`config.mk`:
```
export PLATFORM = sky130hd
export DESIGN_NAME = rau_reducer
export DESIGN_NICKNAME = d
export VERILOG_FILES = /design/src/rtl/rational_arithmetic_unit_top_assert.svh /design/src/rtl/rau_pkg.sv /design/src/rtl/rau_reducer.sv
export SDC_FILE = /design/constraint.sdc
export NUM_CORES = 1
export LEC_CHECK = 0
export BUFFER_PORTS_ARGS = -buffer_cell sky130_fd_sc_hd__buf_2
export CAP_MARGIN = 20
export CORE_AREA = 2 2 204 206
export DETAILED_ROUTE_END_ITERATION = 12
export DIE_AREA = 0 0 206 208
export GPL_TIMING_DRIVEN = 0
export HOLD_SLACK_MARGIN = 0.03
export PLACE_DENSITY = 0.71
export SLEW_MARGIN = 20
export SYNTH_ARGS = -nofsm -noshare
export SYNTH_HDL_FRONTEND = slang
export SYNTH_SLANG_ARGS = --single-unit
```
`constraint.sdc`:
```
create_clock -name clk -period 24 [get_ports clk]
set_input_delay 4.8 -clock clk [delete_from_list [all_inputs] [get_ports clk]]
set_output_delay 4.8 -clock clk [all_outputs]
set_load 0.02 [all_outputs]
```
`src/rtl/rational_arithmetic_unit_top_assert.svh`:
```
// Assertion macros for the rational arithmetic unit.
`ifndef RATIONAL_ARITHMETIC_UNIT_TOP_ASSERT_SVH
`define RATIONAL_ARITHMETIC_UNIT_TOP_ASSERT_SVH
// Implication checked on every clock edge outside reset.
`define RAU_ASSERT_IMP(lbl, a, c) \
	lbl: assert property (@(posedge clk) disable iff (!arst_n) (a) |-> (c)) \
		else $error("assertion failed");
// Implication checked in the cycle after the antecedent.
`define RAU_ASSERT_NEXT(lbl, a, c) \
	lbl: assert property (@(posedge clk) disable iff (!arst_n) (a) |=> (c)) \
		else $error("assertion failed");
`endif

```
`src/rtl/rau_pkg.sv`:
```
// Package with payload types, codes and sequencer states for the rational unit.
package rau_pkg;
	typedef enum logic [1:0] {OP_ADD = 2'd0, OP_SUB = 2'd1, OP_MUL = 2'd2, OP_DIV = 2'd3} op_t;
	typedef enum logic [1:0] {ST_OK = 2'd0, ST_INF = 2'd1, ST_INVALID = 2'd2} status_t;

	typedef struct packed {
		logic [1:0] operation;
		logic signed [31:0] a_num;
		logic signed [31:0] a_den;
		logic signed [31:0] b_num;
		logic signed [31:0] b_den;
	} in_word_t;

	typedef struct packed {
		logic signed [63:0] result_num;
		logic [62:0] result_den;
		logic [1:0] status;
		logic [62:0] whole_part;
		logic [61:0] remainder;
		logic negative;
	} out_word_t;

	typedef enum logic [3:0] {
		S_IDLE, S_CHECK, S_RED_A, S_RED_B, S_MUL1, S_MUL2, S_MUL3, S_COMBINE,
		S_RED_R, S_SPLIT, S_OUT
	} state_t;

	typedef struct packed {
		logic start;
		logic [63:0] a;
		logic [63:0] b;
	} div_req_t;

	typedef struct packed {
		logic done;
		logic [63:0] quo;
		logic [63:0] rem;
	} div_rsp_t;
endpackage

```
`src/rtl/rau_reducer.sv`:
```
// Reduces a fraction: Euclidean gcd then both parts divided by it, using the shared divider.
module rau_reducer import rau_pkg::*; (
	input  logic        clk,
	input  logic        arst_n,
	input  logic        start,
	input  logic [63:0] num_mag,
	input  logic [63:0] den,
	input  div_rsp_t    rsp,
	output div_req_t    req,
	output logic        done,
	output logic [63:0] num_out,
	output logic [63:0] den_out
);
	typedef enum logic [2:0] {R_IDLE, R_GCD, R_WAIT_G, R_DIV_N, R_DIV_D, R_DONE} rstate_t;
	rstate_t rs_q;
	logic [63:0] p_q, q_q, g_q, n_q, d_q;
	logic issue_q;

	always_ff @(posedge clk or negedge arst_n) begin
		if (!arst_n) begin
			rs_q <= R_IDLE;
			issue_q <= 1'b0;
		end else begin
			issue_q <= 1'b0;
			case (rs_q)
				R_IDLE: if (start) rs_q <= R_GCD;
				R_GCD: begin
					if (q_q == '0) begin
						rs_q <= R_DIV_N;
						issue_q <= 1'b1;
					end else begin
						rs_q <= R_WAIT_G;
						issue_q <= 1'b1;
					end
				end
				R_WAIT_G: if (rsp.done) rs_q <= R_GCD;
				R_DIV_N: if (rsp.done) begin
					rs_q <= R_DIV_D;
					issue_q <= 1'b1;
				end
				R_DIV_D: if (rsp.done) rs_q <= R_DONE;
				R_DONE: rs_q <= R_IDLE;
				default: rs_q <= R_IDLE;
			endcase
		end
	end

	always_ff @(posedge clk) begin
		case (rs_q)
			R_IDLE: if (start) begin
				p_q <= num_mag;
				q_q <= den;
				n_q <= num_mag;
				d_q <= den;
			end
			R_GCD: if (q_q == '0) g_q <= (p_q == '0) ? 64'd1 : p_q;
			R_WAIT_G: if (rsp.done) begin
				p_q <= q_q;
				q_q <= rsp.rem;
			end
			R_DIV_N: if (rsp.done) n_q <= rsp.quo;
			R_DIV_D: if (rsp.done) d_q <= rsp.quo;
			default: ;
		endcase
	end

	always_comb begin
		req.start = issue_q;
		req.a = p_q;
		req.b = q_q;
		if (rs_q == R_DIV_N) begin
			req.a = n_q;
			req.b = g_q;
		end else if (rs_q == R_DIV_D) begin
			req.a = d_q;
			req.b = g_q;
		end
	end

	assign done = (rs_q == R_DONE);
	assign num_out = n_q;
	assign den_out = d_q;
endmodule

```
Yosys cells after proc, flatten, opt, wreduce, memory -nomap -nowiden
Cells that the tools add are included.

Register bits: 324. Output and inout port bits: 258.

Equal/unequal tests: 9. Multiplexer cells: 19. Reductions and logical operators: 11.

Operator list (number): 64-bit case mux with 2 select lines (4); 64-bit 2-to-1 mux (5); 128-bit 2-to-1 mux (2); 64-bit zero test (2); 3-bit case mux with 5 select lines (1); 3-bit 2-to-1 mux (4); 3-bit AND reduction (3); 2-bit inequality test, second input constant (4); 3-bit by 2-bit equality test with 1-bit output, second input constant (2); 3-bit equality test, second input constant (2); 2-bit nonzero test (3); 4-bit AND reduction (1); 3-bit by 1-bit equality test with 1-bit output, second input constant (1); 3-bit zero test (1); 1-bit 2-to-1 mux (2); 1-bit case mux with 2 select lines (1); 2-bit AND reduction (1).

Depth between registers and ports, before layout
Gate-level depths: netlist (run 1).

Word-level depth: 3. Gate-level depth with buffers: 8.

Worst setup path before layout (run 1)
OpenSTA, ideal clock, no wires.

Path type: input-to-reg. From: input rsp[128] in the netlist's numbering. To: register p_q[0] (enable). Arrival: 13.758 ns. Slack: 9.469 ns. Stages on the path: 3. Path buffers: 1. Path through: clkbuf_1 > mux2i_1 > nor3_1.

Word-level cells in the longest chain between the ends: 2.

Ends and longest elaborated chain: start, declared (line rau_reducer.sv:8) `input div_rsp_t rsp,`; 2-bit inequality test (no source line); 3-bit AND reduction (no source line); end signal, assigned (line rau_reducer.sv:51) `p_q <= num_mag;`; end signal, assigned (line rau_reducer.sv:58) `p_q <= q_q;`; end, declared (line rau_reducer.sv:16) `logic [63:0] p_q, q_q, g_q, n_q, d_q;`.

No other way between the ends. A chain may end at the register's enable or synchronous reset.

==> run metrics, run 1 <==
P_sw=1.17 mW; Die X=206 µm; Port Buffers=516; critical path peak fanout=10; first-pass GRT wire length=75.8 mm; critical path endpoint=req[123]; share of layout cells above drive strength 1=53.9%; DRT iter0 DRCs=720; post-DP HPWL=41.2 mm; grt ovf=0; row cnt=74; post-CTS sizing=0; antenna viol nets, final=0; register area share after synthesis=62.9%; Yosys warnings=0; final setup violation count=0; most frequent cells in the layout=buf_2 (540), edfxtp_1 (320), mux2_2 (224); r2r endpoint=g_q[41]$_SDFFCE_PN0P_; synthesis-stage register bit count=324; IO Pins=518; final setup TNS=0 ps; H-tree depth=2; Critical Path Source Type=register; core region area=0.0406 mm²; Reg clk slew, reported paths=60 ps; Worst Path Arrival=2680 ps; Initial Util=38.1%; DR WL/cell=24.6 µm; Multi-input gate area=0.00506 mm²; CP Class=reg2out; Synth Cell Area=0.0154 mm²; number of cells on the worst reg-to-reg path=5; sw frac=41.1%; Max-Cap Viols=0; Die Height=208 µm; Worst R2R Start=q_q[60]$_DFFE_PP_; Hold WC Path Type=reg2reg; CTS sink cnt=324; DR pass1 iterations=5; Root Buffer=clkbuf_16; Seq pwr share=34.9%; Syn Area/Cell=15.0 µm²; reg2reg setup slack=20930 ps; fin. max-slew vios=0; Final Cycle Share=31.2%; Hold Violations, Final=0; fillers=3567; max_slew headroom=26.5%; TritonCTS Buffers=36; clock buffer depth=3; P&R area growth vs syn=30.7%; Critical Path RT=19200 ps; Post-CTS Hold Buffers=0; # nets final=1868; peak supply drop=104 µV; Pwr Density=141 mW/mm²; Synth Net Count=1290; Worst Clk Skew=12.8 ps; DIE AREA=0.0428 mm²; HP Start=p_q[13]$_DFFE_PP_; vias=11400; CP startpoint=rs_q[0]$_DFFE_PN0P_; post-synth cell types=32; Design Power=2.85 mW; Critical Path End Type=primary output; vias in the first global route=12000; Synth Instances=1030; post-route DRC violation count=0; gr usage total=24.3%; Setup Buffers After CTS=0; Leak Pwr=8.03 nW; pin count of the biggest net entering global routing=39; GP Congestion=0.852; top achievable clock speed=134 MHz; Worst Tran Pin Value=1090 ps; CTS tree=built; register area=0.00971 mm²; Clk pwr share=18.1%; final WL=53.4 mm; Final min period=7480 ps; Pint=1.68 mW; via density per instance=5.24; combinational share of power=47.0%; status=finished, final reports clean; initial antenna violation count=10; later-pin clock latency in the skew report=530 ps; most common cell after layout, fill and taps aside=buf_2; RSZ-0062 raised after global routing=false
registers in the layout, summed over array words and instances (netlist names):
name,count
p_q,64
rs_q,3
den_out,64
num_out,64
g_q,64
q_q,64
issue_q,1
cell type report:
type,instances,share of cell area [%]
timing repair buffer,540,14.6
inverter,2,0.0372
tap,532,3.30
multi-input combinational,580,25.1
clock inverter,20,0.589
buffer,124,3.46
sequential,324,48.1
clock buffer,44,4.72
antenna,6,0.0744
power by group through the flow:
stage / combinational, mW / sequential, mW / clock, mW
after floorplan: 0.749 / 1.07 / 0
after global placement: 1.27 / 1.07 / 0
after detailed placement: 1.35 / 1.01 / 0
after CTS: 1.35 / 0.997 / 0.526
after global routing: 1.42 / 1.01 / 0.546
final: 1.34 / 0.996 / 0.517
metrics by stage:
step / hold slack (ps) / util [%] / std cells / setup slack, ps / cell area (µm²)
detailed placement: 543 / 47.1 / 2102 / 16800 / 19100
floorplan: 519 / - / 1030 / 9470 / 15400
global route: 579 / 49.7 / 2170 / 16330 / 20200
global placement: 531 / 46.1 / 2078 / 4910 / 18700
CTS: 547 / 49.7 / 2166 / 16440 / 20200
finish: 557 / 49.8 / 2172 / 16520 / 20200
kinds of logic (layout without fill, tap and decap cells):
family / after synthesis / count (layout) / synth area share (%)
muxes: 321 / 321 / 23.4
DFF: 324 / 324 / 62.9
buffers and inverters: 126 / 730 / 4.57
other: 0 / 6 / 0
xor gates and xnor gates: 1 / 1 / 0.0568
and+or+nand+nor: 185 / 185 / 5.48
AOI/OAI and AO/OA: 73 / 73 / 3.58
worst min-delay path by stage:
stage	to	slack (ps)	cells past startpoint
2_1_floorplan	g_q[0]$_SDFFCE_PN1P_	520	2
3_3_place_gp	g_q[42]$_SDFFCE_PN0P_	530	1
3_5_place_dp	g_q[59]$_SDFFCE_PN0P_	540	1
4_1_cts	g_q[13]$_SDFFCE_PN0P_	550	1
5_1_grt	g_q[13]$_SDFFCE_PN0P_	580	1
6_report	g_q[13]$_SDFFCE_PN0P_	560	1
synthesized netlist by cell type:
cell,instances,share of area (%)
nand2_1,129,3.1
dfrtp_1,4,0.65
a211oi_1,1,0.049
a21boi_0,2,0.097
nor3b_1,1,0.049
nor3_1,4,0.13
mux2i_1,1,0.065
nor4_1,31,1.3
a221o_1,1,0.065
a22oi_1,64,3.1
mux2_1,96,7.0
nor3b_4,1,0.12
o41ai_1,1,0.057
nor2_8,1,0.13
nand2b_1,1,0.041
nand4_1,7,0.28
nor2b_1,1,0.041
and3b_1,1,0.057
xor2_1,1,0.057
inv_1,2,0.049
and2_1,1,0.041
a31o_2,2,0.11
nand3_1,3,0.097
buf_2,24,0.78
buf_6,18,1.3
buf_4,18,0.88
clkbuf_1,64,1.6
a21oi_1,1,0.032
mux2_2,224,16
o32ai_1,1,0.057
nor2_1,4,0.097
edfxtp_1,320,62
worst max-delay path, cell delays in order, from the launching register on:
cell,delay [ps]
dfrtp_1,350
buf_2,180
and3b_1,180
buf_2,180
nor2_8,270
buf_4,300
buf_2,290
nand2_1,100
nand2_1,110
buf_2,180
layer usage:
layer / vias to the layer above / part of all wire, % / track usage [%]
li1: 5068 / - / -
met1: 5736 / 41 / 30.3
met2: 490 / 50 / 41.9
met3: 87 / 7.2 / 5.37
met4: 8 / 2.4 / 7.19
met5: - / 0.11 / 0
No activity file was read; power rests on OpenSTA's default activity.
==> inputs of run 2 (changes only) <==
--- a/config.mk
+++ b/config.mk
@@ -7,12 +7,12 @@
 export LEC_CHECK = 0
 export BUFFER_PORTS_ARGS = -buffer_cell sky130_fd_sc_hd__buf_2
 export CAP_MARGIN = 20
-export CORE_AREA = 2 2 204 206
+export CORE_AREA = 2 2 199 201
 export DETAILED_ROUTE_END_ITERATION = 12
-export DIE_AREA = 0 0 206 208
+export DIE_AREA = 0 0 201 203
 export GPL_TIMING_DRIVEN = 0
 export HOLD_SLACK_MARGIN = 0.03
-export PLACE_DENSITY = 0.71
+export PLACE_DENSITY = 0.74
 export SLEW_MARGIN = 20
 export SYNTH_ARGS = -nofsm -noshare
 export SYNTH_HDL_FRONTEND = slang
==> constraint.sdc (replaced) <==
create_clock -name clk -period 6.9 [get_ports clk]
set_input_delay 1.38 -clock clk [delete_from_list [all_inputs] [get_ports clk]]
set_output_delay 1.38 -clock clk [all_outputs]
set_load 0.02 [all_outputs]
==> run metrics, run 2 (same netlist as run 1, synthesis figures left out) <==
DR pass1 iterations=4; max_slew headroom=32.0%; clock buffer depth=3; r2r endpoint=g_q[40]$_SDFFCE_PN0P_; critical path endpoint=req[119]; Critical Path End Type=primary output; sw frac=41.0%; post-route DRC violation count=0; initial antenna violation count=5; CTS sink cnt=324; Reg clk slew, reported paths=60 ps; TritonCTS Buffers=36; post-CTS sizing=0; Pint=5.90 mW; Hold WC Path Type=reg2reg; Initial Util=40.1%; post-DP HPWL=41.8 mm; Pwr Density=495 mW/mm²; final core utilization=52.5%; Final min period=4130 ps; reg2reg setup slack=3580 ps; top achievable clock speed=242 MHz; antenna viol nets, final=0; grt ovf=0; most frequent cells in the layout=buf_2 (540), edfxtp_1 (320), mux2_2 (224); Max-Cap Viols=0; Worst path most repeated cell=buf_2; vias=11400; RSZ-0062 raised after global routing=false; gr usage total=26.1%; final setup violation count=0; Worst Path Arrival=2750 ps; CP startpoint=rs_q[0]$_DFFE_PN0P_; Critical Path Stages=8; combinational share of power=46.7%; DR WL/cell=25.2 µm; Critical Path Source Type=register; Hold Violations, Final=0; Setup Buffers After CTS=0; number of cells on the worst reg-to-reg path=5; Post-CTS Hold Buffers=0; core region area=0.0385 mm²; fin. max-slew vios=0; CTS tree=built; GR peak layer=met2; Worst Tran Pin Value=1010 ps; row cnt=72; IO Pins=518; Critical Path RT=5520 ps; Leak Pwr=8.03 nW; status=finished, final reports clean; Die Height=203 µm; DRT iter0 DRCs=821; WP buf/inv=5; Port Buffers=516; hold path cells=1; Clk pwr share=18.6%; via density per instance=5.29; worst-path cell chain=buf_2 > and3b_1 > buf_2 > buf_2 > buf_2 > a22oi_1 > nand2_1 > buf_2; first-pass GRT wire length=78.3 mm; Die X=201 µm; Final Cycle Share=59.9%; Seq pwr share=34.7%; CP Class=reg2out; vias in the first global route=11800; P_sw=4.10 mW; final WL=54.1 mm; critical path peak fanout=10; P&R area growth vs syn=30.8%; Post-Layout Inst Area=0.0202 mm²; Worst R2R Start=q_q[7]$_DFFE_PP_; most common cell after layout, fill and taps aside=buf_2; Worst Clk Skew=14.9 ps; fillers=3350; M2 GR Usage=45.1%; GP Congestion=0.905; DIE AREA=0.0408 mm²; CP max stage delay=470 ps; later-pin clock latency in the skew report=550 ps; met1 usage=33.3%; CP delay by family, top=buffers and inverters; Post-DP Area=0.0191 mm²; H-tree depth=2; share of layout cells above drive strength 1=53.7%; # nets final=1862; slowest cell on the critical path=buf_2; Root Buffer=clkbuf_16; peak supply drop=272 µV; met3 GRT Util=5.46%; pin count of the biggest net entering global routing=36
run 2: layout make-up:
cell class / instances / area, µm² / area share [%]
clock inverter: 19 / 154 / 0.762
antenna: 1 / 2.50 / 0.0124
buffer: 124 / 698 / 3.46
clock buffer: 45 / 956 / 4.73
tap: 518 / 648 / 3.21
multi-input combinational: 580 / 5060 / 25.0
inverter: 2 / 7.51 / 0.0372
sequential: 324 / 9710 / 48.1
timing repair buffer: 534 / 2960 / 14.7
run 2: power groups by stage:
stage / combinational (mW) / clock [mW] / sequential, mW
6_report: 4.68 / 1.86 / 3.47
5_1_grt: 4.96 / 1.97 / 3.52
4_1_cts: 4.72 / 1.89 / 3.46
3_5_place_dp: 4.70 / 0 / 3.50
3_3_place_gp: 4.43 / 0 / 3.62
2_1_floorplan: 2.61 / 0 / 3.65
run 2: worst min-delay path by stage:
stage	endpoint	from
2_1_floorplan	g_q[0]$_SDFFCE_PN1P_	p_q[0]$_DFFE_PP_
3_3_place_gp	g_q[62]$_SDFFCE_PN0P_	p_q[62]$_DFFE_PP_
3_5_place_dp	g_q[9]$_SDFFCE_PN0P_	p_q[9]$_DFFE_PP_
4_1_cts	g_q[62]$_SDFFCE_PN0P_	p_q[62]$_DFFE_PP_
5_1_grt	g_q[62]$_SDFFCE_PN0P_	p_q[62]$_DFFE_PP_
6_report	g_q[9]$_SDFFCE_PN0P_	p_q[9]$_DFFE_PP_
run 2: routing by layer:
layer,vias up,wire [µm]
li1,5060,-
met2,506,27000
met5,-,46
met3,75,3830
met1,5707,22100
met4,8,1160
run 2: through the flow:
step	instances	total power, mW	setup WS (ps)	hold slack [ps]	TNS, ps
floorplan	1030	6.26	17.2	519	0
global placement	2064	8.05	-4700	533	-395870
detailed placement	2082	8.20	3390	543	0
CTS	2146	10.1	2760	558	0
global route	2146	10.5	2660	565	0
finish	2147	10.0	2770	559	0
==> inputs of run 3 (changes only) <==
==> constraint.sdc (replaced) <==
create_clock -name clk -period 3.96 [get_ports clk]
set_input_delay 0.792 -clock clk [delete_from_list [all_inputs] [get_ports clk]]
set_output_delay 0.792 -clock clk [all_outputs]
set_load 0.02 [all_outputs]
==> run metrics, run 3 (same netlist as run 1, synthesis figures left out) <==
status=finished, final reports clean; P&R area growth vs syn=31.8%; Post-DP Area=0.0191 mm²; reg2reg setup slack=750 ps; GP Congestion=0.959; dpl cells=2083; gr usage total=25.9%; WP buf/inv=5; vias in the first global route=12000; fillers=3356; final core utilization=52.9%; Critical Path RT=3170 ps; Hold Path Sink=rs_q[1]$_DFFE_PN0P_; first-pass GRT wire length=77.5 mm; Post-Layout Inst Area=0.0203 mm²; DR WL/cell=25.1 µm; H-tree depth=2; worst-path cell chain=buf_2 > and3b_1 > buf_2 > nor2_8 > buf_4 > buf_4 > nand2_1 > nand2_1 > buf_2; post-DP HPWL=41.6 mm; Initial Util=40.1%; Layout Cells excl Fill=2151; CP delay by family, top=buffers and inverters; critical path peak fanout=10; IO Pins=518; HP Start=rsp[128]; core region area=0.0385 mm²; Hold WC Path Type=in2reg; Die Height=203 µm; Port Buffers=516; clock buffer depth=3; Leak Pwr=8.11 nW; vias=11300; max_slew headroom=27.7%; slowest cell on the critical path=dfrtp_1; share of layout cells above drive strength 1=54.0%; CTS sink cnt=324; later-pin clock latency in the skew report=550 ps; CTS tree=built; Worst Tran Pin Value=1080 ps; Worst path most repeated cell=buf_2; Final Cycle Share=87.0%; top achievable clock speed=290 MHz; Die X=201 µm; r2r endpoint=g_q[42]$_SDFFCE_PN0P_; final WL=53.9 mm; Final min period=3440 ps; TritonCTS Buffers=37; DRT iter0 DRCs=698; Critical Path Source Type=register; antenna viol nets, final=0; register area=0.00971 mm²; Max-Cap Viols=0; initial antenna violation count=4; RSZ-0062 raised after global routing=false; number of cells on the worst reg-to-reg path=5; fin. max-slew vios=0; Worst Path Arrival=2650 ps; Pwr Density=868 mW/mm²; hold path cells=2; Root Buffer=clkbuf_16; Worst R2R Start=q_q[7]$_DFFE_PP_; Design Power=17.7 mW; most common cell after layout, fill and taps aside=buf_2; Critical Path End Type=primary output; CP max stage delay=350 ps; final setup violation count=0; Multi-input gate area=0.00507 mm²; CP Class=reg2out; grt ovf=0; via density per instance=5.26; most frequent cells in the layout=buf_2 (540), edfxtp_1 (320), mux2_2 (224); post-route DRC violation count=0; Hold Violations, Final=0; Worst Clk Skew=14.9 ps; # nets final=1865; DIE AREA=0.0408 mm²; peak supply drop=537 µV; row cnt=72; pin count of the biggest net entering global routing=39; DR pass1 iterations=4; Reg clk slew, reported paths=60 ps; worst hold slack=476 ps
## run 3: changes by cell type in the layout (fill, tap and decap cells not counted)
cell	change
buf_8	+1
bufinv_16	+2
clkbuf_1	-2
clkbuf_16	+3
clkinv_2	+1
clkinvlp_4	-1
dlygate4sd3_1	+1
inv_6	-1
mux2i_1	-1
mux2i_4	+1
## run 3: worst max-delay path by stage
stage,start,to,slack (ps),depth (start not counted)
after floorplan,rsp[128],p_q[0]$_DFFE_PP_,-530,3
after global placement,start,p_q[43]$_DFFE_PP_,-2170,3
after detailed placement,q_q[7]$_DFFE_PP_,g_q[37]$_SDFFCE_PN0P_,620,5
after CTS,rs_q[0]$_DFFE_PN0P_,req[77],450,9
after global routing,rs_q[0]$_DFFE_PN0P_,req[77],400,9
final,rs_q[0]$_DFFE_PN0P_,req[77],520,9
## run 3: layout make-up
type,count,share of cell area [%]
clock buffers,46,4.93
well taps,518,3.19
diodes,1,0.0123
multi-input cells,580,24.9
repair buffers,536,14.7
plain buffers,124,3.54
inverters,2,0.0369
clock inverters,20,0.996
flip-flops and latches,324,47.7
## run 3: what timing repair did
action / CTS / global route
hold buffers: 1 / 0
endpoints found under the hold margin: 4 / 0
setup buffers: 0 / 0
resized for setup: 0 / 0
## run 3: per-stage QoR
stage	setup WS, ps	setup TNS [ps]
finish	515	0
detailed placement	622	0
global route	396	0
CTS	447	0
global placement	-2170	-503780
floorplan	-533	-68220
## run 3: routing by layer
metal	track usage, %	share of wire (%)	up-vias
met2	44.9	50	490
met4	9.26	3.1	6
met3	5.89	7.1	85
met5	0	0.074	-
li1	-	-	5063
met1	31.8	40	5663
## run 3: report_power, final
group,total (mW),internal (mW),switching [mW]
Sequential,6.03,5.29,0.740
Combinational,8.18,3.17,5.01
Clock,3.46,2.06,1.40
Total,17.7,10.5,7.15
