$ cat src/rtl/rational_arithmetic_unit_top_assert.svh
// Assertion macros for the rational arithmetic unit.
`ifndef RATIONAL_ARITHMETIC_UNIT_TOP_ASSERT_SVH
`define RATIONAL_ARITHMETIC_UNIT_TOP_ASSERT_SVH
// Implication checked on every clock edge outside reset.
`define RAU_ASSERT_IMP(lbl, a, c) \
	lbl: assert property (@(posedge clk) disable iff (!arst_n) (a) |-> (c)) \
		else $error("assertion failed");
// Implication checked in the cycle after the antecedent.
`define RAU_ASSERT_NEXT(lbl, a, c) \
	lbl: assert property (@(posedge clk) disable iff (!arst_n) (a) |=> (c)) \
		else $error("assertion failed");
`endif

$ cat src/rtl/rau_pkg.sv
// Package with payload types, codes and sequencer states for the rational unit.
package rau_pkg;
	typedef enum logic [1:0] {OP_ADD = 2'd0, OP_SUB = 2'd1, OP_MUL = 2'd2, OP_DIV = 2'd3} op_t;
	typedef enum logic [1:0] {ST_OK = 2'd0, ST_INF = 2'd1, ST_INVALID = 2'd2} status_t;

	typedef struct packed {
		logic [1:0] operation;
		logic signed [31:0] a_num;
		logic signed [31:0] a_den;
		logic signed [31:0] b_num;
		logic signed [31:0] b_den;
	} in_word_t;

	typedef struct packed {
		logic signed [63:0] result_num;
		logic [62:0] result_den;
		logic [1:0] status;
		logic [62:0] whole_part;
		logic [61:0] remainder;
		logic negative;
	} out_word_t;

	typedef enum logic [3:0] {
		S_IDLE, S_CHECK, S_RED_A, S_RED_B, S_MUL1, S_MUL2, S_MUL3, S_COMBINE,
		S_RED_R, S_SPLIT, S_OUT
	} state_t;

	typedef struct packed {
		logic start;
		logic [63:0] a;
		logic [63:0] b;
	} div_req_t;

	typedef struct packed {
		logic done;
		logic [63:0] quo;
		logic [63:0] rem;
	} div_rsp_t;
endpackage

$ cat src/rtl/rau_divider.sv
// Shared restoring divider, one quotient bit per cycle, 64-bit unsigned.
module rau_divider import rau_pkg::*; (
	input  logic     clk,
	input  logic     arst_n,
	input  div_req_t req,
	output div_rsp_t rsp
);
	logic [63:0] quo_q, rem_q, den_q;
	logic [6:0] cnt_q;
	logic busy_q, done_q;
	logic [64:0] trial;

	assign trial = {rem_q, quo_q[63]} - {1'b0, den_q};

	always_ff @(posedge clk or negedge arst_n) begin
		if (!arst_n) begin
			busy_q <= 1'b0;
			done_q <= 1'b0;
			cnt_q <= '0;
		end else begin
			done_q <= 1'b0;
			if (req.start) begin
				busy_q <= 1'b1;
				cnt_q <= 7'd64;
			end else if (busy_q) begin
				cnt_q <= cnt_q - 7'd1;
				if (cnt_q == 7'd1) begin
					busy_q <= 1'b0;
					done_q <= 1'b1;
				end
			end
		end
	end

	always_ff @(posedge clk) begin
		if (req.start) begin
			quo_q <= req.a;
			den_q <= req.b;
			rem_q <= '0;
		end else if (busy_q) begin
			if (!trial[64]) begin
				rem_q <= trial[63:0];
				quo_q <= {quo_q[62:0], 1'b1};
			end else begin
				rem_q <= {rem_q[62:0], quo_q[63]};
				quo_q <= {quo_q[62:0], 1'b0};
			end
		end
	end

	assign rsp.done = done_q;
	assign rsp.quo = quo_q;
	assign rsp.rem = rem_q;
endmodule

$ cat config.mk
export PLATFORM = sky130hd
export DESIGN_NAME = rau_divider
export DESIGN_NICKNAME = d
export VERILOG_FILES = /design/src/rtl/rational_arithmetic_unit_top_assert.svh /design/src/rtl/rau_pkg.sv /design/src/rtl/rau_divider.sv
export SDC_FILE = /design/constraint.sdc
export NUM_CORES = 1
export LEC_CHECK = 0
export CELL_PAD_IN_SITES_DETAIL_PLACEMENT = 1
export CELL_PAD_IN_SITES_GLOBAL_PLACEMENT = 1
export CORE_ASPECT_RATIO = 0.5
export CORE_MARGIN = 10
export CORE_UTILIZATION = 30
export DETAILED_ROUTE_END_ITERATION = 6
export DONT_BUFFER_PORTS = 1
export HOLD_SLACK_MARGIN = 0.1
export PLACE_DENSITY_LB_ADDON = 0.3
export SKIP_CTS_REPAIR_TIMING = 1
export SLEW_MARGIN = 0
export SYNTH_ARGS = -nofsm -noshare
export SYNTH_HDL_FRONTEND = slang
export SYNTH_SLANG_ARGS = --single-unit
$ cat constraint.sdc
create_clock -name clk -period 3.7 [get_ports clk]
set_clock_uncertainty 0.15 [all_clocks]
set_input_delay 0.74 -clock clk [delete_from_list [all_inputs] [get_ports clk]]
set_output_delay 0.74 -clock clk [all_outputs]
set_load 0.02 [all_outputs]
; ---- Word level (Yosys, flattened, before mapping)
; Cells that the tools add are included.
[classes]
add_sub_neg = 2
n_eq_ne = 1
mux = 12
reduce_logical = 1
[ops]
columns = operator, n
row1 = 64-bit two-way mux, 3
row2 = 65-bit by 64-bit subtractor with 65-bit output, 1
row3 = 7-bit two-way mux, 2
row4 = 7-bit by 1-bit == test with 1-bit output (second input constant), 1
row5 = 1-bit two-way mux, 7
row6 = 7-bit by 1-bit subtractor with 7-bit output (second input constant), 1
row7 = 2-bit nonzero test, 1
[word_totals]
in_bits = 131
word_cells = 22
reg_bits = 201

; ---- Logic depth before layout (Yosys ltp)
; Gate-level depths: netlist of the first run.
[depth]
ltp_word = 4
ltp_mapped = 15
mapped_depth_nobuf = 14

; ---- Worst setup path before layout of the first run
; Ideal clock, no wire load.
[synth_path]
kind = reg-to-reg
start = register quo_q[63]
end = register rem_q[17]
required_ns = 3.464
arrival_time_ns = 3.628
slack_ns = -0.163
n_path_buf = 2
setup_time_ns = 0.086
path_stages_with_launch = 16
synth_period_minus_slack_ns = 3.863
path_cell_list = edfxtp_1 -> inv_1 -> ha_1 -> fa_1 -> nand2b_1 -> a21oi_1 -> o41a_1 -> a41oi_1 -> or3_4 -> and2_4 -> or3_1 -> and3_1 -> buf_6 -> buf_4 -> mux2i_1 -> a211oi_1
[synth_between]
elab_chain_cells = 2
[synth_lines]
columns = item, line_no
row1 = "start, declared", rau_divider.sv:8  ; logic [63:0] quo_q, rem_q, den_q;
row2 = "start signal, assigned", rau_divider.sv:37  ; quo_q <= req.a;
row3 = "start signal, assigned", rau_divider.sv:43  ; quo_q <= {quo_q[62:0], 1'b1};
row4 = "start signal, assigned", rau_divider.sv:46  ; quo_q <= {quo_q[62:0], 1'b0};
row5 = 65-bit by 64-bit subtractor with 65-bit output, rau_divider.sv:13  ; assign trial = {rem_q, quo_q[63]} - {1'b0, den_q};
row6 = 64-bit two-way mux, rau_divider.sv:41  ; if (!trial[64]) begin
row7 = "end signal, assigned", rau_divider.sv:42  ; rem_q <= trial[63:0];
row8 = "end signal, assigned", rau_divider.sv:45  ; rem_q <= {rem_q[62:0], quo_q[63]};
row9 = "end, declared", rau_divider.sv:8
; Every way passes these cells.
; A chain may end at the register's enable or synchronous reset.

; ---- Final worst setup path of the first run
[layout_path]
start = register den_q[0]
end = register rem_q[12]
[layout_between]
elab_chain_cells = 2
[layout_lines]
columns = item, line_no
row1 = "start, declared", rau_divider.sv:8
row2 = "start signal, assigned", rau_divider.sv:38  ; den_q <= req.b;
row3 = 65-bit by 64-bit subtractor with 65-bit output, rau_divider.sv:13
row4 = 64-bit two-way mux, rau_divider.sv:41
; Every way passes these cells.

==> key figures, run 1 <==
Outcome
  – Status: complete, but fails checks
  – Failing checks: negative setup slack

STA
  – FMAX: 254 MHz
  – Final slew viol count: 0
  – Crit path time final: 3.93 ns
  – Unrepaired setup endpoints after global routing: true
  – Final setup fails: 64
  – Hold Slack: 0.125 ns
  – Final period util: 106%
  – Slew @ Worst Pin: 0.858 ns
  – Slew margin rel.: a little over two fifths
  – Final setup margin: -0.232 ns
  – Final Hold Fails: 0

Power and ir drop
  – Switch share: between 40% and 50%
  – Internal power: around 7.6 mW
  – Peak supply drop: between 0.3 and 0.4 mV
  – Pwr dens: about 900 nW/um2
  – Power share of the combinational group: approximately 56%
  – Reg power frac: a little over a quarter
  – Sw power: a little under 6 mW
  – Pleak: roughly 5.9 nW
  – Clk pwr share: between 15 and 20%

Layout
  – # nets final: 1,488
  – Multi-input logic area: roughly 6400 um2
  – Most frequent cells in the layout: edfxtp_1, buf_4, nor2_1
  – Area growth, synth to finish: 27.1%
  – Reg area: ~5400 um2
  – Most common cell after layout, fill and taps aside: edfxtp_1
  – Fraction of layout cells with a size suffix above 1: 27.2%
  – Layout Cells excl Fill: ~1,800
  – # fillers: 4,198
  – Final Util: 39.1%

Critical path
  – R2r worst-path depth: 15
  – R2r setup slk: -0.23 ns
  – Crit. End Element: flop
  – WS Path Type: flop to flop
  – R2R Path Start: den_q[0]
  – Critical Path AT: 4.23 ns
  – Critical Path RT: approximately 4 ns
  – Critical Path Source Type: flop
  – Reg-to-reg endpoint: rem_q[12]
  – Critical path fanouts, max: 8

GRT
  – First-pass GRT wire length: 58.7 mm
  – Largest net degree at the start of global routing: 182
  – Vias in the first global route: 10,000
  – GRT Util Overall: 15.2%
  – Congestion Overflow GR: 0
  – Initial antenna violation count: 2

Min path
  – Hold depth: 0
  – Endpoint, Worst Hold: den_q[63]
  – HP Class: input pin to flop
  – Hold Startpoint: req[63]

Yosys
  – Cell count after synthesis: between 1,000 and 1,500
  – Ys Warns: 0
  – Post-synth EDFFs: 128
  – Post-Syn Area per Cell: 9.81 um2
  – Yosys reg bits: 201
  – Synthesized Nets: roughly 1,400
  – Synth unique cells: 71
  – Top_reg_cell synth: edfxtp_1
  – Mapped Area: 11,600 um2
  – Post-synthesis sequential area ratio: 45.9%
  – Synth async-reset ratio: 4.48%

Routing
  – Vias: ~9,300
  – Initial drt markers: between 400 and 500
  – Pre-antenna DRT Iters: 4
  – Total length of routed wires: roughly 40 mm
  – Antenna Violating Nets Remaining: 0
  – DRC Markers: 0
  – WL per Instance: 21.8 um
  – Via density: 5.11

Placed design
  – Hpwl dp: between 20 and 30 mm
  – GPL Wtd Cong: 0.829
  – I/O Buffers: 0
  – Setup WS pre-CTS: -0.205 ns
  – Placed insts: 1,759

Clock tree
  – Clock root buffer: clkbuf_16
  – Clock Sinks: 201
  – CTS Buf Count: 23
  – Clock buffer depth: 3
  – Clock slew at reported path FFs: 0.07 ns
  – Clock latency on the worst-skew pair: between 0.5 and 0.6 ns
  – TritonCTS clock tree: built
  – Max H-tree Level: 1

Job
  – # Max-Cap Violations: 0

Floorplan
  – Width of the die: approximately 300 um
  – I/O pin count: 260
  – Initial Util: 30.8%
  – Core area: 37,800 um2
  – Chip height: ~160 um
  – DIE AREA: 47,600 um2
  – FP Rows: 50
[metal layers]
layer / vias up / GRT usage (%) / part of all wire [%]
li1: 4493 / - / -
met2: 176 / 27.1 / 51
met4: 2 / 3.78 / 2.0
met5: - / 0 / 0.045
met1: 4637 / 17.9 / 41
met3: 37 / 3.62 / 5.9
[metrics by stage]
step,power [mW],cell area (um2),setup TNS [ns]
after floorplan,7.25,11700,0
after global routing,14.2,14800,-17.27
after detailed placement,9.26,12900,-6.07
final,13.4,14800,-6.70
after CTS,11.8,13700,-7.55
after global placement,9.12,12900,-0.0940
[power by group through the flow]
stage	logic (mW)	clock network [mW]	registers (mW)
after floorplan	3.42	0	3.83
after global placement	5.61	0	3.51
after detailed placement	5.73	0	3.53
after CTS	5.77	2.55	3.49
after global routing	8.04	2.64	3.55
final	7.42	2.46	3.48
[final cells by class]
cell class                 instances  area share [%]
clock inverter                    15            1.34
inverter                          79            2.00
timing repair buffer             138            8.72
sequential                       201            36.2
antenna                            3          0.0507
clock buffer                      27            3.99
tap                              520            4.39
multi-input combinational        847            43.3
[worst max-delay path: stages, from the launching register on]
cell and delay, ns:
edfxtp_1 0.42, ha_4 0.19, fa_2 0.39, nand2b_4 0.16
a21oi_4 0.16, o41a_1 0.30, a41oi_2 0.19, or3_4 0.41
and2_4 0.18, o211ai_1 0.21, buf_4 0.20, nand3_4 0.23
clkbuf_16 0.29, nor2_4 0.09, a21oi_2 0.03, a211oi_1 0.24
[registers in the layout, indices dropped and copies added (netlist names)]
register and cells:
busy_q 1, cnt_q 7, den_q 64, done_q 1, quo_q 64, rem_q 64
[logic make-up (layout without fill, tap and decap cells)]
kind of cell,count (synthesis),count (layout),synth area share [%]
and+or+nand+nor,317,318,12.4
AOI/OAI and AO/OA,312,312,16.7
DFF,201,201,45.9
buffers and inverters,140,259,4.83
muxes,88,88,8.26
adders and majority gates,67,67,7.26
xor gates and xnor gates,62,62,4.66
other,0,3,0
[how the worst max path moves through the flow]
stage | from | end | slack (ns)
2_1_floorplan | rem_q[28] | rem_q[17] | 0.02
3_3_place_gp | den_q[26] | rem_q[60] | -0.05
3_5_place_dp | quo_q[63] | rem_q[20] | -0.20
4_1_cts | quo_q[63] | rem_q[44] | -0.23
5_1_grt | quo_q[63] | rem_q[12] | -0.41
6_report | den_q[0] | rem_q[12] | -0.23
[cell usage after synthesis (9+ instances only)]
master,count,area [um2]
a211oi_1,41,308
a21oi_1,113,566
dfrtp_1,9,225
nand4_1,18,113
xor2_1,35,307
a21o_1,20,150
ha_1,66,826
nand3_1,12,60.1
nor2_1,128,480
nor3_1,12,60.1
nor2b_1,11,68.8
buf_2,9,45.0
nand2_1,86,323
mux2i_1,23,230
o21a_1,9,67.6
xnor2_1,27,236
mux2_2,63,709
dfxtp_1,64,1280
o21ai_0,62,310
edfxtp_1,128,3840
inv_1,79,297
clkbuf_1,45,169
nand2b_1,18,113
No activity file was read; power rests on OpenSTA's default activity.
==> inputs of run 2 (changes only) <==
--- a/config.mk
+++ b/config.mk
@@ -5,13 +5,12 @@
 export SDC_FILE = /design/constraint.sdc
 export NUM_CORES = 1
 export LEC_CHECK = 0
-export CELL_PAD_IN_SITES_DETAIL_PLACEMENT = 1
-export CELL_PAD_IN_SITES_GLOBAL_PLACEMENT = 1
 export CORE_ASPECT_RATIO = 0.5
-export CORE_MARGIN = 10
+export CORE_MARGIN = 3
 export CORE_UTILIZATION = 30
 export DETAILED_ROUTE_END_ITERATION = 6
 export DONT_BUFFER_PORTS = 1
+export GPL_TIMING_DRIVEN = 0
 export HOLD_SLACK_MARGIN = 0.1
 export PLACE_DENSITY_LB_ADDON = 0.3
 export SKIP_CTS_REPAIR_TIMING = 1
==> run 2 against run 1 <==
- the flow still finishes with violations (negative setup slack)
- combinational power decreased by 30%
- global-route usage increased by 1.2 points
- clock power is 9.3% lower
- first-iteration DRC count increased by 41%
- clock-buffer cell count down 3
- final cell count fell by 3.7%
- hold slack better by 0.018 ns
- flip-flop and latch count did not move
- register-to-register slack lost 0.18 ns
- non-clock buffer count shrank 63
- critical endpoint is now rem_q[46]
- largest cell class unchanged
==> key figures, run 2 (synthesis gave the netlist of run 1 again) <==
Outcome
  – Status: complete, but fails checks
  – Failing checks: negative setup slack

Critical path
  – Critical Path AT: 4.36 ns (+0.13 ns)
  – WS Path Type: flop to flop
  – R2r setup slk: -0.41 ns (-0.18 ns)
  – Critical Path Source Type: flop
  – Critical path fanouts, max: 5 (-3)
  – Critical Path RT: 3.95 ns (-0.05 ns)
  – Worst path max stage delay: 0.55 ns (+0.13 ns)
  – Crit-path slowest cell: edfxtp_1
  – Reg-to-reg endpoint: rem_q[46]
  – R2R Path Start: quo_q[63]
  – Crit. End Element: flop
  – Critical-path cell list: inv_2 > ha_4 > fa_2 > nand2b_4 > a21oi_4 > o41a_1 > a41oi_4 > or3_4 > and2_4 > or3_4 > and3_4 > buf_12 > mux2_1 > mux2i_1 > nor2_1
  – R2r worst-path depth: 15 (unchanged)
  – Crit path top cell by count: or3_4

STA
  – Slew @ Worst Pin: 0.914 ns (+0.0564 ns)
  – Crit path time final: 4.11 ns (+0.180 ns)
  – Unrepaired setup endpoints after global routing: true
  – Final slew viol count: 0 (unchanged)
  – Final setup margin: -0.413 ns (-0.180 ns)
  – Final setup fails: 65 (+1.6%)
  – Final period util: 111% (+4.9 points)
  – FMAX: 243 MHz (-4.4%)
  – Slew margin rel.: 39.1% (-3.8 points)
  – Final Hold Fails: 0 (unchanged)

GRT
  – Initial antenna violation count: 2 (unchanged)
  – First-pass GRT wire length: 53.8 mm (-8.3%)
  – Vias in the first global route: 9,122 (-8.9%)
  – Congestion Overflow GR: 0 (unchanged)
  – GRT Util Overall: 16.4% (+1.2 points)
  – Largest net degree at the start of global routing: 66 (-64%)

Clock tree
  – TritonCTS clock tree: built
  – Clock latency on the worst-skew pair: 0.54 ns (-0.02 ns)
  – Clock slew at reported path FFs: 0.07 ns (about the same)
  – CTS Buf Count: 22 (-4.3%)
  – Clock buffer depth: 3 (unchanged)
  – Clock root buffer: clkbuf_16
  – Clock Sinks: 201 (unchanged)
  – Max H-tree Level: 1 (unchanged)

Routing
  – Initial drt markers: 646 (+41%)
  – WL per Instance: 20.3 um (-6.8%)
  – Vias: 9,267 (-0.83%)
  – DRC Markers: 0 (unchanged)
  – Antenna Violating Nets Remaining: 0 (unchanged)
  – Total length of routed wires: 35.8 mm (-10%)
  – Pre-antenna DRT Iters: 5 (+1)
  – Via density: 5.26 (+2.9%)

Min path
  – Hold Startpoint: req[25]
  – Hold depth: 0 (unchanged)
  – HP Class: input pin to flop
  – Endpoint, Worst Hold: den_q[25]

Floorplan
  – Chip height: 145 um (-8.8%)
  – Initial Util: 30.8% (unchanged)
  – Width of the die: 285 um (-4.7%)
  – DIE AREA: 41,400 um2 (-13%)
  – Core area: 37,800 um2 (unchanged)
  – FP Rows: 50 (unchanged)
  – I/O pin count: 260 (unchanged)

Layout
  – # nets final: 1,424 (-4.3%)
  – Fraction of layout cells with a size suffix above 1: 14.6% (-13 points)
  – Most frequent cells in the layout: edfxtp_1, nor2_1, a21oi_1
  – Most common cell after layout, fill and taps aside: edfxtp_1
  – Area growth, synth to finish: 16.4%
  – Largest regs: den_q (64), quo_q (64), rem_q (64)

Placed design
  – I/O Buffers: 0 (unchanged)
  – GPL Wtd Cong: 0.950 (+15%)
  – Hpwl dp: 26.7 mm (-5.9%)
  – Setup WS pre-CTS: -0.742 ns (-0.537 ns)

Power and ir drop
  – Peak supply drop: 0.344 mV (-14%)
  – Total Power: 11.5 mW (-14%)
  – Pwr dens: 846 nW/um2 (-6.2%)
  – Pleak: 5.26 nW (-11%)

Job
  – # Max-Cap Violations: 0 (unchanged)
## run 2: final cells by class
type                            instances  area, um2
Timing Repair Buffer                   14        176
Tap cell                              520        651
Inverter                               79        297
Antenna cell                            2       5.00
Clock inverter                         15        134
Sequential cell                       201       5350
Fill cell                            3799      24300
Multi-Input combinational cell        847       6000
Clock buffer                           24        579
Buffer                                 61        360
## run 2: worst max-delay path by stage
stage	depth (start not counted)	slack, ns	endpoint	startpoint
3_5_place_dp	13	-0.74	rem_q[53]	quo_q[63]
3_3_place_gp	13	-0.78	rem_q[53]	quo_q[63]
4_1_cts	13	-0.78	rem_q[53]	quo_q[63]
6_report	15	-0.41	rem_q[46]	quo_q[63]
2_1_floorplan	12	0.02	rem_q[17]	rem_q[28]
5_1_grt	15	-0.55	rem_q[63]	quo_q[63]
## run 2: through the flow
stage | cells | hold slack [ns] | TNS, ns | util, % | cell area (um2)
2_1_floorplan | 1187 | 0.294 | 0 | - | 11700
3_3_place_gp | 1707 | 0.295 | -49.50 | 32.6 | 12300
3_5_place_dp | 1708 | 0.296 | -31.64 | 32.6 | 12300
4_1_cts | 1747 | -0.284 | -33.29 | 34.5 | 13100
5_1_grt | 1763 | 0.121 | -30.45 | 35.8 | 13600
6_report | 1763 | 0.143 | -20.44 | 35.8 | 13600
## run 2: power by group
part	switching (mW)	total [mW]	leakage [nW]	internal (mW)
sequential	1.13	4.06	1.93	2.93
combinational	2.98	5.19	2.98	2.20
clock	0.958	2.23	0.340	1.27
total	5.07	11.5	5.26	6.41
## run 2: worst max-delay path, delay by kind of cell (launching register included)
family	cells	cell delay (ns)
buffers and inverters	2	0.23
AO/OA/AOI/OAI	3	0.64
multiplexers	2	0.45
AND/OR/NAND/NOR	6	1.39
adder cells (fa/ha/maj)	2	0.57
flip-flops	1	0.55
## run 2: routing by layer
metal,global-route usage [%],up-vias,routed length [um]
met5,0,-,0
met1,20.2,4532,14700
li1,-,4368,-
met2,28.2,305,17600
met4,5.62,0,1250
met3,3.67,62,2250
==> inputs of run 3 (changes only) <==
--- a/config.mk
+++ b/config.mk
@@ -8,11 +8,11 @@
 export CORE_ASPECT_RATIO = 0.5
 export CORE_MARGIN = 3
 export CORE_UTILIZATION = 30
+export CTS_BUF_LIST = sky130_fd_sc_hd__clkbuf_8
 export DETAILED_ROUTE_END_ITERATION = 6
 export DONT_BUFFER_PORTS = 1
 export GPL_TIMING_DRIVEN = 0
 export HOLD_SLACK_MARGIN = 0.1
-export PLACE_DENSITY_LB_ADDON = 0.3
 export SKIP_CTS_REPAIR_TIMING = 1
 export SLEW_MARGIN = 0
 export SYNTH_ARGS = -nofsm -noshare
==> run 3 against run 2 <==
- the flow still finishes with violations (negative setup slack)
- non-clock buffer count rose by 65
- setup slack got worse by 0.021 ns
- hold slack better by 0.0074 ns
- global-route usage hardly changed
- register-to-register slack worse by 0.02 ns
- clock-buffer cell count rose by 16
- maximum frequency shrank 0.52%
- wire length grew 1.4%
- total power up 5.7%
- final cell count up 5.2%
- clock power grew 3%
- largest power group unchanged
==> key figures, run 3 (synthesis gave the netlist of run 1 again) <==
Outcome
  – Status: complete, but fails checks
  – Failing checks: negative setup slack

Min path
  – Endpoint, Worst Hold: den_q[43]
  – HP Class: input pin to flop
  – Hold Startpoint: req[128]
  – Hold depth: 0 (unchanged)

STA
  – Final setup fails: 65 (unchanged)
  – Final slew viol count: 0 (unchanged)
  – Final setup margin: -0.434 ns (-0.0213 ns)
  – Unrepaired setup endpoints after global routing: true
  – Final Hold Fails: 0 (unchanged)
  – Final period util: 112% (+0.58 points)
  – Hold Slack: 0.150 ns (+0.00743 ns)
  – Crit path time final: 4.13 ns (+0.0213 ns)
  – Slew @ Worst Pin: 0.870 ns (-0.0444 ns)
  – Slew margin rel.: 42.0% (+3.0 points)
  – FMAX: 242 MHz (-0.52%)

Layout
  – Multi-input logic area: 6120 um2 (+1.9%)
  – Fraction of layout cells with a size suffix above 1: 16.4% (+1.8 points)
  – Layout Cells excl Fill: 1,854 (+5.2%)
  – # nets final: 1,503 (+5.5%)
  – Largest regs: den_q (64), quo_q (64), rem_q (64)
  – # fillers: 3,810 (+0.29%)
  – Most common cell after layout, fill and taps aside: edfxtp_1
  – Most frequent cells in the layout: edfxtp_1, nor2_1, a21oi_1
  – Reg area: 5350 um2 (about the same)
  – Area growth, synth to finish: 24.1%

GRT
  – GRT Util Overall: 16.3% (-0.044 points)
  – Initial antenna violation count: 2 (unchanged)
  – Congestion Overflow GR: 0 (unchanged)
  – Vias in the first global route: 9,048 (-0.81%)
  – Largest net degree at the start of global routing: 66 (unchanged)
  – First-pass GRT wire length: 53.2 mm (-1.2%)

Routing
  – Via density: 5.08 (-3.3%)
  – Vias: 9,424 (+1.7%)
  – DRC Markers: 0 (unchanged)
  – Total length of routed wires: 36.3 mm (+1.4%)
  – Initial drt markers: 690 (+6.8%)
  – WL per Instance: 19.6 um (-3.6%)
  – Pre-antenna DRT Iters: 5 (unchanged)
  – Antenna Violating Nets Remaining: 0 (unchanged)

Critical path
  – Top delay family on crit path: simple AND/OR/NAND/NOR gates
  – Critical-path cell list: inv_2 > ha_4 > fa_2 > nand2b_4 > a21oi_4 > o41a_1 > a41oi_4 > or3_4 > and2_4 > or3_4 > and3_4 > buf_12 > buf_4 > a41o_1 > o32ai_1
  – R2r setup slk: -0.43 ns (-0.02 ns)
  – R2r worst-path depth: 15 (unchanged)
  – Critical Path Source Type: flop
  – Critical Path AT: 4.46 ns (+0.10 ns)
  – Crit-path slowest cell: edfxtp_1
  – Reg-to-reg endpoint: rem_q[63]
  – Crit path buffers/inverters: 3 (+1)
  – WS Path Type: flop to flop
  – Crit path top cell by count: or3_4
  – R2R Path Start: quo_q[63]
  – Worst path max stage delay: 0.52 ns (-0.03 ns)
  – Critical path fanouts, max: 8 (+3)
  – Critical Path RT: 4.03 ns (+0.08 ns)
  – Crit. End Element: flop

Floorplan
  – FP Rows: 50 (unchanged)
  – Core area: 37,800 um2 (unchanged)
  – Initial Util: 30.8% (unchanged)
  – Chip height: 145 um (unchanged)
  – Width of the die: 285 um (unchanged)
  – I/O pin count: 260 (unchanged)
  – DIE AREA: 41,400 um2 (unchanged)

Power and ir drop
  – Internal power: 6.81 mW (+6.3%)
  – Sw power: 5.33 mW (+5.0%)
  – Switch share: 43.9% (-0.29 points)
  – Power share of the combinational group: 47.5% (+2.3 points)
  – Peak supply drop: 0.339 mV (-1.5%)
  – Clk pwr share: 18.9% (-0.5 points)
  – Pwr dens: 840 nW/um2 (-0.81%)
  – Reg power frac: 33.6% (-1.8 points)
  – Pleak: 5.71 nW (+8.7%)

Clock tree
  – CTS Buf Count: 36 (+64%)
  – Clock root buffer: clkbuf_8
  – Clock latency on the worst-skew pair: 0.57 ns (+0.03 ns)
  – Clock buffer depth: 3 (unchanged)
  – TritonCTS clock tree: built
  – Max H-tree Level: 2 (+1)
  – Clock slew at reported path FFs: 0.08 ns (about the same)
  – Clock Sinks: 201 (unchanged)

Placed design
  – Hpwl dp: 25.7 mm (-3.7%)
  – Placed insts: 1,707 (-0.059%)
  – Setup WS pre-CTS: -0.648 ns (+0.0935 ns)
  – GPL Wtd Cong: 0.926 (-2.6%)
  – I/O Buffers: 0 (unchanged)

Job
  – # Max-Cap Violations: 0 (unchanged)
[run 3: cell type report]
class                   instances  share of cell area, %
inverters                      79                   2.07
diodes                          1                 0.0173
flip-flops and latches        201                   37.0
well taps                     520                   4.50
clock buffers                  40                   3.81
clock inverters                26                   1.48
plain buffers                  61                   2.72
multi-input cells             847                   42.3
repair buffers                 79                   6.03
[run 3: stage by stage]
step / area, um2 / setup TNS [ns] / utilization [%] / power (mW)
after floorplan: 11700 / 0 / - / 7.25
after global placement: 12300 / -51.83 / 32.6 / 8.48
after detailed placement: 12300 / -27.85 / 32.6 / 8.51
after CTS: 13100 / -28.19 / 34.6 / 10.9
after global routing: 14500 / -30.46 / 38.2 / 12.9
final: 14500 / -21.28 / 38.2 / 12.1
[run 3: power by group through the flow]
stage	Sequential, mW	Clock (mW)	Combinational (mW)
2_1_floorplan	3.83	0	3.42
3_3_place_gp	4.11	0	4.37
3_5_place_dp	4.11	0	4.40
4_1_cts	4.08	2.36	4.42
5_1_grt	4.15	2.47	6.26
6_report	4.08	2.29	5.76
[run 3: per-layer routing]
metal	track usage, %	wire length, um
met1	20.0	15300
met3	3.97	2300
met4	4.98	728
met2	28.3	18000
met5	0	13
[run 3: how the worst max path moves through the flow]
stage,to,cells past startpoint,slack [ns],start
after floorplan,rem_q[17],12,0.02,rem_q[28]
after global placement,rem_q[53],12,-0.74,rem_q[1]
after detailed placement,rem_q[61],13,-0.65,quo_q[63]
after CTS,rem_q[53],12,-0.68,rem_q[1]
after global routing,rem_q[39],16,-0.55,quo_q[63]
final,rem_q[63],15,-0.43,quo_q[63]
[run 3: worst reg2reg max path: stages, from the launching register on]
cell and delay, ns:
edfxtp_1 0.52, inv_2 0.08, ha_4 0.17, fa_2 0.37, nand2b_4 0.17, a21oi_4 0.16, o41a_1 0.31, a41oi_4 0.21
or3_4 0.44, and2_4 0.20, or3_4 0.35, and3_4 0.19, buf_12 0.15, buf_4 0.14, a41o_1 0.21, o32ai_1 0.27
